File: src/design/apr_pkg.sv
// ----------------------------------------------------------------------------
// apr_pkg
// Shared types and constants for the addressed packet receiver: payload
// structs, frame constants, register indexes and controller/datapath links.
// ----------------------------------------------------------------------------
package apr_pkg;

  // Frame buffer depth and the widths that follow from it.
  localparam int BUF_BYTES = 32;
  localparam int CNT_W     = $clog2(BUF_BYTES + 1);
  localparam int IDX_W     = (BUF_BYTES > 1) ? $clog2(BUF_BYTES) : 1;

  // Preamble: a run of zero bytes and then a sync byte.
  localparam int          SYNC_ZEROS = 5;
  localparam int          ZRUN_W     = 3;
  localparam logic [7:0]  SYNC_BYTE  = 8'hFF;

  // Input item kinds.
  localparam logic CMD_BYTE = 1'b0;
  localparam logic CMD_TICK = 1'b1;

  // Register reset values.
  localparam logic [15:0] DEV_ADDR_RST   = 16'h0000;
  localparam logic [15:0] BCAST_ADDR_RST = 16'hFFFF;
  localparam logic [15:0] TIMEOUT_RST    = 16'd1000;

  typedef enum logic [1:0] {
    CFG_DEV_ADDR   = 2'd0,
    CFG_BCAST_ADDR = 2'd1,
    CFG_TIMEOUT    = 2'd2
  } cfg_idx_t;

  typedef enum logic [1:0] {
    KIND_US    = 2'd0,
    KIND_BCAST = 2'd1,
    KIND_OTHER = 2'd2
  } target_kind_t;

  typedef struct packed {
    logic       cmd;
    logic [7:0] rx_byte;
  } in_item_t;

  typedef struct packed {
    logic       is_header;
    logic [7:0] command_code;
    logic [5:0] data_length;
    logic       broadcast;
    logic [7:0] data_byte;
    logic       last;
  } out_item_t;

  // Commands from the controller to the datapath.
  typedef struct packed {
    logic go_hunt;
    logic clr_idle;
    logic inc_idle;
    logic start_zeros;
    logic inc_zero;
    logic load_addr_hi;
    logic load_addr_lo;
    logic load_cmd;
    logic load_len;
    logic store_data;
    logic load_hdr;
    logic load_data;
  } apr_cmd_t;

  // Status from the datapath to the controller.
  typedef struct packed {
    logic byte_zero;
    logic byte_sync;
    logic zeros_done;
    logic timeout_hit;
    logic data_done;
    logic frame_foreign;
    logic count_zero;
    logic emit_last;
    logic out_free;
  } apr_stat_t;

endpackage

File: src/design/apr_ctrl.sv
// ----------------------------------------------------------------------------
// apr_ctrl
// Frame parsing and result sequencing state machine.
// ----------------------------------------------------------------------------
module apr_ctrl (
  input  logic              clk,
  input  logic              rst_n,
  input  logic              in_valid,
  input  logic              in_cmd,
  output logic              in_stall,
  input  apr_pkg::apr_stat_t st,
  output apr_pkg::apr_cmd_t  cmd
);
  import apr_pkg::*;

  typedef enum logic [9:0] {
    S_HUNT      = 10'b00_0000_0001,
    S_ZEROS     = 10'b00_0000_0010,
    S_SYNC      = 10'b00_0000_0100,
    S_ADDR_HI   = 10'b00_0000_1000,
    S_ADDR_LO   = 10'b00_0001_0000,
    S_CMD       = 10'b00_0010_0000,
    S_LEN       = 10'b00_0100_0000,
    S_DATA      = 10'b00_1000_0000,
    S_EMIT_HDR  = 10'b01_0000_0000,
    S_EMIT_DATA = 10'b10_0000_0000
  } state_t;

  state_t state_r, state_nxt;
  logic   in_fire;

  assign in_stall = state_r inside {S_EMIT_HDR, S_EMIT_DATA};
  assign in_fire  = in_valid && !in_stall;

  always_comb begin
    cmd       = '0;
    state_nxt = state_r;
    case (state_r)
      S_EMIT_HDR: begin
        if (st.out_free) begin
          cmd.load_hdr = 1'b1;
          if (st.count_zero) begin
            cmd.go_hunt = 1'b1;
            state_nxt   = S_HUNT;
          end else begin
            state_nxt = S_EMIT_DATA;
          end
        end
      end
      S_EMIT_DATA: begin
        if (st.out_free) begin
          cmd.load_data = 1'b1;
          if (st.emit_last) begin
            cmd.go_hunt = 1'b1;
            state_nxt   = S_HUNT;
          end
        end
      end
      default: begin
        if (in_fire && in_cmd == CMD_TICK) begin
          // Ticks only count once a frame has started.
          if (state_r != S_HUNT) begin
            if (st.timeout_hit) begin
              cmd.go_hunt = 1'b1;
              state_nxt   = S_HUNT;
            end else begin
              cmd.inc_idle = 1'b1;
            end
          end
        end else if (in_fire) begin
          cmd.clr_idle = 1'b1;
          case (state_r)
            S_HUNT: begin
              if (st.byte_zero) begin
                cmd.start_zeros = 1'b1;
                state_nxt       = S_ZEROS;
              end
            end
            S_ZEROS: begin
              if (!st.byte_zero) begin
                cmd.go_hunt = 1'b1;
                state_nxt   = S_HUNT;
              end else begin
                cmd.inc_zero = 1'b1;
                if (st.zeros_done) begin
                  state_nxt = S_SYNC;
                end
              end
            end
            S_SYNC: begin
              if (st.byte_sync) begin
                state_nxt = S_ADDR_HI;
              end else begin
                cmd.go_hunt = 1'b1;
                state_nxt   = S_HUNT;
              end
            end
            S_ADDR_HI: begin
              cmd.load_addr_hi = 1'b1;
              state_nxt        = S_ADDR_LO;
            end
            S_ADDR_LO: begin
              cmd.load_addr_lo = 1'b1;
              state_nxt        = S_CMD;
            end
            S_CMD: begin
              cmd.load_cmd = 1'b1;
              if (st.byte_zero) begin
                cmd.go_hunt = 1'b1;
                state_nxt   = S_HUNT;
              end else begin
                state_nxt = S_LEN;
              end
            end
            S_LEN: begin
              cmd.load_len = 1'b1;
              if (!st.byte_zero) begin
                state_nxt = S_DATA;
              end else if (st.frame_foreign) begin
                cmd.go_hunt = 1'b1;
                state_nxt   = S_HUNT;
              end else begin
                state_nxt = S_EMIT_HDR;
              end
            end
            S_DATA: begin
              cmd.store_data = 1'b1;
              if (st.data_done) begin
                if (st.frame_foreign) begin
                  cmd.go_hunt = 1'b1;
                  state_nxt   = S_HUNT;
                end else begin
                  state_nxt = S_EMIT_HDR;
                end
              end
            end
            default: begin
              cmd.go_hunt = 1'b1;
              state_nxt   = S_HUNT;
            end
          endcase
        end
      end
    endcase
  end

  always_ff @(posedge clk) begin
    if (!rst_n) begin
      state_r <= S_HUNT;
    end else begin
      state_r <= state_nxt;
    end
  end

  // Result emission only ever starts right after a received byte ends a frame.
  a_emit_after_byte: assert property (@(posedge clk) disable iff (!rst_n)
    (state_r == S_EMIT_HDR && $past(state_r) != S_EMIT_HDR)
      |-> $past(in_fire && in_cmd == CMD_BYTE))
    else $error("emission started without a frame-ending byte");

  // Ticks never move the parser forward.
  a_tick_no_advance: assert property (@(posedge clk) disable iff (!rst_n)
    (in_fire && in_cmd == CMD_TICK) |=> (state_r == $past(state_r) || state_r == S_HUNT))
    else $error("tick advanced the parser");

endmodule

File: src/design/apr_dp.sv
// ----------------------------------------------------------------------------
// apr_dp
// Datapath: configuration registers, frame fields, counters, frame buffer
// and the output register.
// ----------------------------------------------------------------------------
module apr_dp (
  input  logic               clk,
  input  logic               rst_n,
  input  logic               cfg_we,
  input  logic [1:0]         cfg_index,
  input  logic [15:0]        cfg_wdata,
  input  apr_pkg::in_item_t  in_data,
  input  logic               out_stall,
  output logic               out_valid,
  output apr_pkg::out_item_t out_data,
  input  apr_pkg::apr_cmd_t  cmd,
  output apr_pkg::apr_stat_t st
);
  import apr_pkg::*;

  logic [15:0]       dev_addr_r, bcast_addr_r, timeout_r;
  logic [7:0]        addr_hi_r;
  target_kind_t      kind_r;
  logic [7:0]        frame_cmd_r;
  logic [CNT_W-1:0]  expected_r, received_r, idx_r, idx_nxt;
  logic [ZRUN_W-1:0] zero_run_r;
  logic [15:0]       idle_r, idle_inc;
  logic [7:0]        mem [BUF_BYTES];
  logic [7:0]        rd_data_r;
  logic              out_valid_r, out_valid_nxt;
  out_item_t         out_item_r, out_item_nxt;
  logic [7:0]        b;
  logic [15:0]       addr_full;
  logic [CNT_W-1:0]  len_clamped, rcv_inc, idx_inc;

  assign b           = in_data.rx_byte;
  assign addr_full   = {addr_hi_r, b};
  assign len_clamped = (b > 8'(BUF_BYTES)) ? CNT_W'(BUF_BYTES) : b[CNT_W-1:0];
  assign rcv_inc     = received_r + 1'b1;
  assign idx_inc     = idx_r + 1'b1;
  assign idle_inc    = (idle_r == 16'hFFFF) ? idle_r : idle_r + 16'd1;

  assign st.byte_zero     = (b == 8'h00);
  assign st.byte_sync     = (b == SYNC_BYTE);
  assign st.zeros_done    = ((32'(zero_run_r) + 1) >= SYNC_ZEROS);
  assign st.timeout_hit   = (idle_inc > timeout_r);
  assign st.data_done     = (rcv_inc >= expected_r);
  assign st.frame_foreign = (kind_r == KIND_OTHER);
  assign st.count_zero    = (expected_r == '0);
  assign st.emit_last     = (idx_inc == expected_r);
  assign st.out_free      = !out_valid_r || !out_stall;

  // Configuration registers.
  always_ff @(posedge clk) begin
    if (!rst_n) begin
      dev_addr_r   <= DEV_ADDR_RST;
      bcast_addr_r <= BCAST_ADDR_RST;
      timeout_r    <= TIMEOUT_RST;
    end else if (cfg_we) begin
      case (cfg_index)
        CFG_DEV_ADDR:   dev_addr_r   <= cfg_wdata;
        CFG_BCAST_ADDR: bcast_addr_r <= cfg_wdata;
        CFG_TIMEOUT:    timeout_r    <= cfg_wdata;
        default: begin
        end
      endcase
    end
  end

  // Frame fields and counters.
  always_ff @(posedge clk) begin
    if (!rst_n) begin
      addr_hi_r   <= '0;
      kind_r      <= KIND_US;
      frame_cmd_r <= '0;
      expected_r  <= '0;
      received_r  <= '0;
      zero_run_r  <= '0;
      idle_r      <= '0;
      idx_r       <= '0;
    end else begin
      if (cmd.go_hunt || cmd.clr_idle) begin
        idle_r <= '0;
      end else if (cmd.inc_idle) begin
        idle_r <= idle_inc;
      end
      if (cmd.go_hunt) begin
        zero_run_r <= '0;
      end else if (cmd.start_zeros) begin
        zero_run_r <= ZRUN_W'(1);
      end else if (cmd.inc_zero) begin
        zero_run_r <= zero_run_r + 1'b1;
      end
      if (cmd.load_addr_hi) begin
        addr_hi_r <= b;
      end
      if (cmd.load_addr_lo) begin
        // Broadcast wins when both addresses match.
        if (addr_full == bcast_addr_r) begin
          kind_r <= KIND_BCAST;
        end else if (addr_full == dev_addr_r) begin
          kind_r <= KIND_US;
        end else begin
          kind_r <= KIND_OTHER;
        end
      end
      if (cmd.load_cmd) begin
        frame_cmd_r <= b;
        expected_r  <= '0;
        received_r  <= '0;
      end
      if (cmd.load_len) begin
        expected_r <= len_clamped;
        received_r <= '0;
      end
      if (cmd.store_data) begin
        received_r <= rcv_inc;
      end
      idx_r <= idx_nxt;
    end
  end

  always_comb begin
    idx_nxt = idx_r;
    if (cmd.load_cmd) begin
      idx_nxt = '0;
    end else if (cmd.load_data) begin
      idx_nxt = idx_inc;
    end
  end

  // Frame buffer. The read port follows the next emit index so the byte is
  // ready by the time the output register wants it.
  always_ff @(posedge clk) begin
    if (cmd.store_data) begin
      mem[received_r[IDX_W-1:0]] <= b;
    end
    rd_data_r <= mem[idx_nxt[IDX_W-1:0]];
  end

  // Output register.
  always_comb begin
    out_item_nxt  = out_item_r;
    out_valid_nxt = out_valid_r && out_stall;
    if (cmd.load_hdr || cmd.load_data) begin
      out_valid_nxt             = 1'b1;
      out_item_nxt.is_header    = cmd.load_hdr;
      out_item_nxt.command_code = frame_cmd_r;
      out_item_nxt.data_length  = 6'(expected_r);
      out_item_nxt.broadcast    = (kind_r == KIND_BCAST);
      out_item_nxt.data_byte    = cmd.load_hdr ? 8'h00 : rd_data_r;
      out_item_nxt.last         = cmd.load_hdr ? st.count_zero : st.emit_last;
    end
  end

  always_ff @(posedge clk) begin
    if (!rst_n) begin
      out_valid_r <= 1'b0;
    end else begin
      out_valid_r <= out_valid_nxt;
    end
    out_item_r <= out_item_nxt;
  end

  assign out_valid = out_valid_r;
  assign out_data  = out_item_r;

  a_store_in_range: assert property (@(posedge clk) disable iff (!rst_n)
    cmd.store_data |-> (received_r < expected_r))
    else $error("data byte stored beyond the frame length");

  a_emit_idx_bound: assert property (@(posedge clk) disable iff (!rst_n)
    idx_r <= expected_r)
    else $error("emit index ran past the frame length");

  a_data_needs_len: assert property (@(posedge clk) disable iff (!rst_n)
    cmd.load_data |-> (expected_r != '0 && !cmd.load_hdr))
    else $error("data result emitted for an empty frame");

endmodule

File: src/design/addressed_packet_receiver.sv
// ----------------------------------------------------------------------------
// addressed_packet_receiver
// Parses addressed bus frames from received bytes and time ticks and emits
// a header result plus the buffered data bytes of each accepted frame.
// ----------------------------------------------------------------------------
// Usage:
//   The input channel (in_valid / in_stall / in_data) carries one byte or one
//   time tick per transfer. While parsing, in_stall stays low and every input
//   transfer is taken.
//   When a byte completes a frame addressed to this node or to the broadcast
//   address with a nonzero command, the block raises in_stall and emits a
//   header result followed by one result per stored data byte, one result per
//   cycle while out_stall is low, into the output register (out_valid /
//   out_stall / out_data). The sequencing state machine and the single
//   output register set this rate, so a frame-ending byte keeps the input
//   stalled while its results are emitted. The first result reaches
//   out_valid through the state register and then the output register.
//   If the receiver stalls, the output register holds its result and the
//   emission waits; input stays stalled until the last result is loaded.
//   A synchronous reset (rst_n low) returns the parser to hunting for the
//   first zero, empties the output register and restores the register reset
//   values. The frame buffer is not cleared. Configuration writes
//   (cfg_we / cfg_index / cfg_wdata) take effect on the next clock edge.
// ----------------------------------------------------------------------------
module addressed_packet_receiver (
  input  logic               clk,
  input  logic               rst_n,
  input  logic               cfg_we,
  input  logic [1:0]         cfg_index,
  input  logic [15:0]        cfg_wdata,
  input  logic               in_valid,
  output logic               in_stall,
  input  apr_pkg::in_item_t  in_data,
  output logic               out_valid,
  input  logic               out_stall,
  output apr_pkg::out_item_t out_data
);
  import apr_pkg::*;

  // Command and status buses between the state machine and the datapath.
  apr_cmd_t  cmd;
  apr_stat_t st;

  // The controller decides what each transfer does; it only sees the item
  // kind, while the byte value reaches it as datapath status.
  apr_ctrl u_ctrl (
    .clk      (clk),
    .rst_n    (rst_n),
    .in_valid (in_valid),
    .in_cmd   (in_data.cmd),
    .in_stall (in_stall),
    .st       (st),
    .cmd      (cmd)
  );

  // The datapath holds the registers, the frame buffer and the output stage.
  apr_dp u_dp (
    .clk       (clk),
    .rst_n     (rst_n),
    .cfg_we    (cfg_we),
    .cfg_index (cfg_index),
    .cfg_wdata (cfg_wdata),
    .in_data   (in_data),
    .out_stall (out_stall),
    .out_valid (out_valid),
    .out_data  (out_data),
    .cmd       (cmd),
    .st        (st)
  );

endmodule
File: config.mk
export PLATFORM = sky130hd
export DESIGN_NAME = addressed_packet_receiver
export DESIGN_NICKNAME = d
export VERILOG_FILES = /design/src/design/apr_pkg.sv /design/src/design/apr_ctrl.sv /design/src/design/apr_dp.sv /design/src/design/addressed_packet_receiver.sv
export SDC_FILE = /design/constraint.sdc
export NUM_CORES = 1
export LEC_CHECK = 0
export BUFFER_PORTS_ARGS = -buffer_cell sky130_fd_sc_hd__buf_2
export CAP_MARGIN = 40
export CORE_MARGIN = 2
export CORE_UTILIZATION = 29
export CTS_CLUSTER_DIAMETER = 40
export DETAILED_ROUTE_END_ITERATION = 7
export PLACE_DENSITY_LB_ADDON = 0.08
export SYNTH_ARGS = -nofsm -noshare
export SYNTH_HDL_FRONTEND = slang
export SYNTH_HIERARCHICAL = 1
export SYNTH_SLANG_ARGS = --single-unit
File: constraint.sdc
create_clock -name clk -period 9.25 [get_ports clk]
set_input_delay 0.4625 -clock clk [delete_from_list [all_inputs] [get_ports clk]]
set_output_delay 0.4625 -clock clk [all_outputs]
set_load 0.1 [all_outputs]
Word level (Yosys, flattened, before mapping)
Memory sizes are Yosys's and may differ from the RTL's. A register that Yosys moved wholly into a read port is not among the register bits.
Cells that the tools add are included.
{"block": "totals", "register_bits": 139, "ramBits": 256, "input_bits": 32, "output_inout_bits": 27, "elab_cells": 154, "n_memories": 1}
{"memory": "u_dp.mem", "depth": 32, "word_bits": 8, "read_ports": 1, "rd_ports_with_merged_regs": 1, "wr": 1, "line": "apr_dp.sv:28", "text": "logic [7:0] mem [BUF_BYTES];"}
{"block": "classes", "n_addsub": 5, "magnitude_cmp": 4, "eq_ne": 28, "mux": 67, "n_bitwise": 1, "reduce_logical": 27}
{"cell": "2-to-1 mux 10 bit", "count": 12}
{"cell": "case mux 10 bit (8 select lines)", "count": 1}
{"cell": "2-to-1 mux 1 bit", "count": 33}
{"cell": "equality test 16 bit", "count": 2}
{"cell": "greater-or-equal comparator 32 x 3 -> 1 bit (second input constant)", "count": 1}
{"cell": "2-to-1 mux 6 bit", "count": 5}
{"cell": "2-to-1 mux 9 bit", "count": 3}
{"cell": "2-to-1 mux 7 bit", "count": 3}
{"cell": "case mux 10 bit (2 select lines)", "count": 1}
{"cell": "adder 16 x 1 -> 16 bit (second input constant)", "count": 1}
{"cell": "equality test 16 bit (second input constant)", "count": 1}
{"cell": "> comparator 16 bit", "count": 1}
{"cell": "2-to-1 mux 16 bit", "count": 1}
{"cell": "adder 6 x 1 -> 6 bit (second input constant)", "count": 2}
{"cell": "equality test 10 x 1 -> 1 bit (second input constant)", "count": 1}
{"cell": "equality test 10 bit (second input constant)", "count": 1}
{"cell": "equality test 10 x 2 -> 1 bit (second input constant)", "count": 1}
{"cell": "equality test 10 x 3 -> 1 bit (second input constant)", "count": 1}
{"cell": "equality test 10 x 4 -> 1 bit (second input constant)", "count": 1}
{"cell": "equality test 10 x 5 -> 1 bit (second input constant)", "count": 1}
{"cell": "equality test 10 x 6 -> 1 bit (second input constant)", "count": 1}
{"cell": "equality test 10 x 7 -> 1 bit (second input constant)", "count": 1}
{"cell": "equality test 10 x 8 -> 1 bit (second input constant)", "count": 1}
{"cell": "equality test 10 x 9 -> 1 bit (second input constant)", "count": 1}
{"cell": "other kinds (34)", "count": 55}

Logic depth before layout (Yosys ltp)
{"block": "logic_depth", "ltp_word": 10, "mapped_depth": 23, "mapped_depth_nobuf": 19}

By module
The synthesis kept the hierarchy.
{"module": "apr_dp", "instances": 1, "cells_per_inst": 1602, "area_per_inst_um2": 18069.8}
{"module": "apr_ctrl", "instances": 1, "cells_per_inst": 126, "area_per_inst_um2": 982.2}

Worst setup path after synthesis
Ideal clock, no wire load.
{"block": "synth_timing", "path_type": "register -> register", "startpoint": "register u_dp.idle_r[0]", "endpoint": "register u_dp.idle_r[10]", "arrival_time_ns": 4.104, "required_ns": 9.122, "setup_slack_ns": 5.018, "path_stages_with_launch": 20, "path_buffers": 3, "path_cell_list": "dfxtp_1 -> ha_1 -> and4_1 -> buf_6 -> nor4b_4 -> and3_2 -> mux2_2 -> ha_1 -> nand4_1 -> or2_2 -> a211o_1 -> a21oi_1 -> nor3b_1 -> o21ai_0 -> o21ai_0 -> nand2b_1 -> or2_2 -> clkbuf_2 -> clkbuf_1 -> nor2_1"}
{"item": "from (decl)", "line": "apr_dp.sv:27", "text": "logic [15:0] idle_r, idle_inc;"}
{"item": "from (signal assigned)", "line": "apr_dp.sv:85", "text": "idle_r <= idle_inc;"}

==> metrics.yaml <==
status:
  outcome: "finished, final reports clean"
clock_network:
  hold_buffers: 0
  cts_num_sinks: 403
  htreeDepth: 3
  cts-root-buf: "clkbuf_16"
  post-cts-setup-buffer-count: 0
  cts_resized: 0
  clock_path_buffers: 3
  cts_inserted_buffers: 85
  cts_tree: "built"
  worstSkewPairLatency_ns: 0.63
  clk_pin_slew_ns: 0.05
setup_path:
  worst_ep_arrival_time_ns: 5.59
  cp_slowest_cell: "dfxtp_1"
  reg2reg_to: "u_dp/idle_r[15]"
  crit_chain: "ha_1 > and4_1 > nor4b_4 > a21oi_1 > nand2_1 > xnor2_1 > ha_1 > a21o_1 > a21o_1 > a21oi_1 > nor2_1 > a211oi_1 > a21oi_1 > nor3b_1 > o21ai_0 > o21ai_0 > nand2b_1 > or2_2 > a311oi_1"
  reg2reg_from: "u_dp/idle_r[0]"
  reg2reg_slack_ns: 4.19
  timing.critical_path.mode_cell: "a21oi_1"
  cp_data_required_time_ns: 9.78
  crit_path_start_kind: "flop"
  crit_family: "simple AND/OR/NAND/NOR gates"
  path_max_fanout: 16
  max_stage_delay_ns: 0.46
  setup.worst_path.class: "flop to flop"
  crit_buf_inv: 0
  end_kind: "flop"
  r2r_cells: 19
layout:
  final_common_cell: "edfxtp_1"
  multiInputGateArea_sq_mm: 0.00746
  drive_gt1_frac: 0.161
  area_delta_synth_final_pct: 21.8
  utilization: 0.359
  final_cell_area_sq_mm: 0.0232
  nets: 1872
  register_area_sq_mm: 0.0109
  fillCellCount: 6432
  layout.cells.non_filler: 2737
  final_cell_mix: "edfxtp_1 (281), nand2_1 (200), nor2_1 (131), dfxtp_1 (121), clkbuf_16 (85)"
global_route:
  grt_max_degree: 84
  grtUsageTotal: 0.178
  grt_pass1_vias: 13900
  grt_pass1_wl_microns: 89200
  overflow: 0
  antenna_found_initial: 2
detailed_routing:
  drc_errors: 0
  wirelength_microns: 59800
  drtAntennaViolNets: 0
  dr.first_iter.drc_count: 897
  dr.pass1.iters: 7
  wire_per_inst_microns: 21.9
  vias_per_cell: 5.02
  via_count: 13700
synth:
  synthArstFlopShare: 0
  yosys.area.top_type: "edfxtp_1"
  yosys_warnings: 6
  synthCells: 1728
  synth_top_area_frac: 0.443
  synth_area_leaders: "edfxtp_1 (44%), dfxtp_1 (13%), nand2_1 (3.9%), nor2b_1 (2.8%), nor2_1 (2.6%)"
  yosys.cell_types.count: 91
  seq_area_frac_synth: 0.571
  postSynthAreaPerCell_sq_um: 11.0
  syn_area_sq_mm: 0.0191
  synth-seq-cells: 403
  yosys_most_used_dff: "edfxtp_1"
  synth_edf_count: 281
  syn_nets: 1790
worst_hold_path:
  hold_class: "input pin to flop"
  whs_path_depth: 3
  hp-start: "cfg_wdata[15]"
  hold_end: "u_dp/bcast_addr_r[15]"
power_and_ir_drop:
  p_leak_nw: 8.06
  vdd_drop_max_v: 0.000129
  power.density_mw_per_mm2: 222
  finalPower_mw: 5.15
placed_design:
  io_buffer_count: 58
  place_inst: 2578
  gp_congestion: 0.800
  dpl_cell_area_sq_mm: 0.0203
  dp_hpwl_microns: 38500
sta:
  post-route-period-util: 0.547
  worst_slew_pin_slew_ns: 0.901
  max_freq_ghz: 0.198
  fin_crit_ns: 5.06
  skew_ns: 0.0310
  grt_setup_unrepaired: "no"
  slew_headroom: 0.395
  setup_violations: 0
  drv_slew: 0
  hold_viol_final: 0
  fin_setup_tns_ns: 0
job:
  cap_violations: 0
die:
  rows: 93
  fp.dieH_microns: 260
  io-pin-count: 59
  coreArea_sq_mm: 0.0647
  dieWidth_microns: 260
  initial_core_util: 0.294
  dieArea_sq_mm: 0.0678
[per-stage QoR]
step	hold slack (ns)	setup slack, ns
5_1_grt	0.106	3.69
2_1_floorplan	0.408	5.02
3_3_place_gp	0.415	4.14
3_5_place_dp	0.419	4.17
6_report	0.119	4.19
4_1_cts	0.0824	4.13
[worst max path at each step]
stage               cells past startpoint              end  slack [ns]            from
floorplan                              19  u_dp/idle_r[10]        5.02  u_dp/idle_r[0]
global placement                       19  u_dp/idle_r[15]        4.14  u_dp/idle_r[0]
detailed placement                     19  u_dp/idle_r[15]        4.17  u_dp/idle_r[0]
CTS                                    19  u_dp/idle_r[15]        4.13  u_dp/idle_r[0]
global route                           19  u_dp/idle_r[15]        3.69  u_dp/idle_r[0]
finish                                 19  u_dp/idle_r[15]        4.19  u_dp/idle_r[0]
[layer usage]
metal / track usage / routed length, microns
met5: 0 / 13
met1: 0.226 / 26100
met3: 0.0351 / 2670
met2: 0.298 / 28900
met4: 0.0710 / 2170
[registers in the layout, summed over array words and instances (netlist names), 2 cells and up]
signal / count
u_dp/idle_r: 16
u_dp/timeout_r: 16
u_dp/rd_data_r: 8
u_dp/dev_addr_r: 16
u_dp/zero_run_r: 3
u_dp/received_r: 6
u_ctrl/state_r: 10
u_dp/out_data: 25
u_dp/expected_r: 6
u_dp/frame_cmd_r: 8
u_dp/kind_r: 2
u_dp/addr_hi_r: 8
u_dp/bcast_addr_r: 16
u_dp/idx_r: 6
u_dp/mem: 256
[power breakdown]
group / total, mW / internal [mW] / leakage, nW / switching [mW]
logic: 0.0977 / 0.0275 / 3.13 / 0.0702
registers: 1.94 / 1.94 / 3.51 / 0.00499
clock network: 3.11 / 2.06 / 1.41 / 1.05
[cells in the mapped netlist, types with 13 or more instances]
master and instances:
a211oi_1 24, a21boi_0 28, a21oi_1 42, a31oi_1 25, buf_2 40, clkbuf_1 44
dfxtp_1 122, edfxtp_1 281, ha_1 30, inv_1 55, mux2i_1 33, nand2_1 200
nand2b_1 23, nand3_1 60, nand4_1 36, nor2_1 133, nor2b_1 84, nor3_1 43
nor3b_1 13, nor4_1 15, o211a_1 15, o211ai_1 33, o21ai_0 37, o22ai_1 45
xnor2_1 51, xor2_1 20
[tightest hold or removal path: stages]
cell and delay [ns]:
buf_2 0.11, nand2_1 0.05, nand3_1 0.07
[cell type report]
type | count | area share
repair buffers | 104 | 0.0273
inverters | 56 | 0.00906
well taps | 855 | 0.0461
multi-input cells | 1160 | 0.321
clock buffers | 99 | 0.0969
diodes | 1 | 0.000108
clock inverters | 59 | 0.0302
flip-flops and latches | 403 | 0.469
[cells by family after synthesis]
logic type / after synthesis / share of synthesized area
AND/OR/NAND/NOR: 679 / 0.180
flip-flops: 403 / 0.571
AO/OA/AOI/OAI: 331 / 0.124
buffers and inverters: 165 / 0.0397
XOR/XNOR: 74 / 0.0352
multiplexers: 46 / 0.0303
adder cells (fa/ha/maj): 30 / 0.0197
Power figures use the tool's default switching activity.
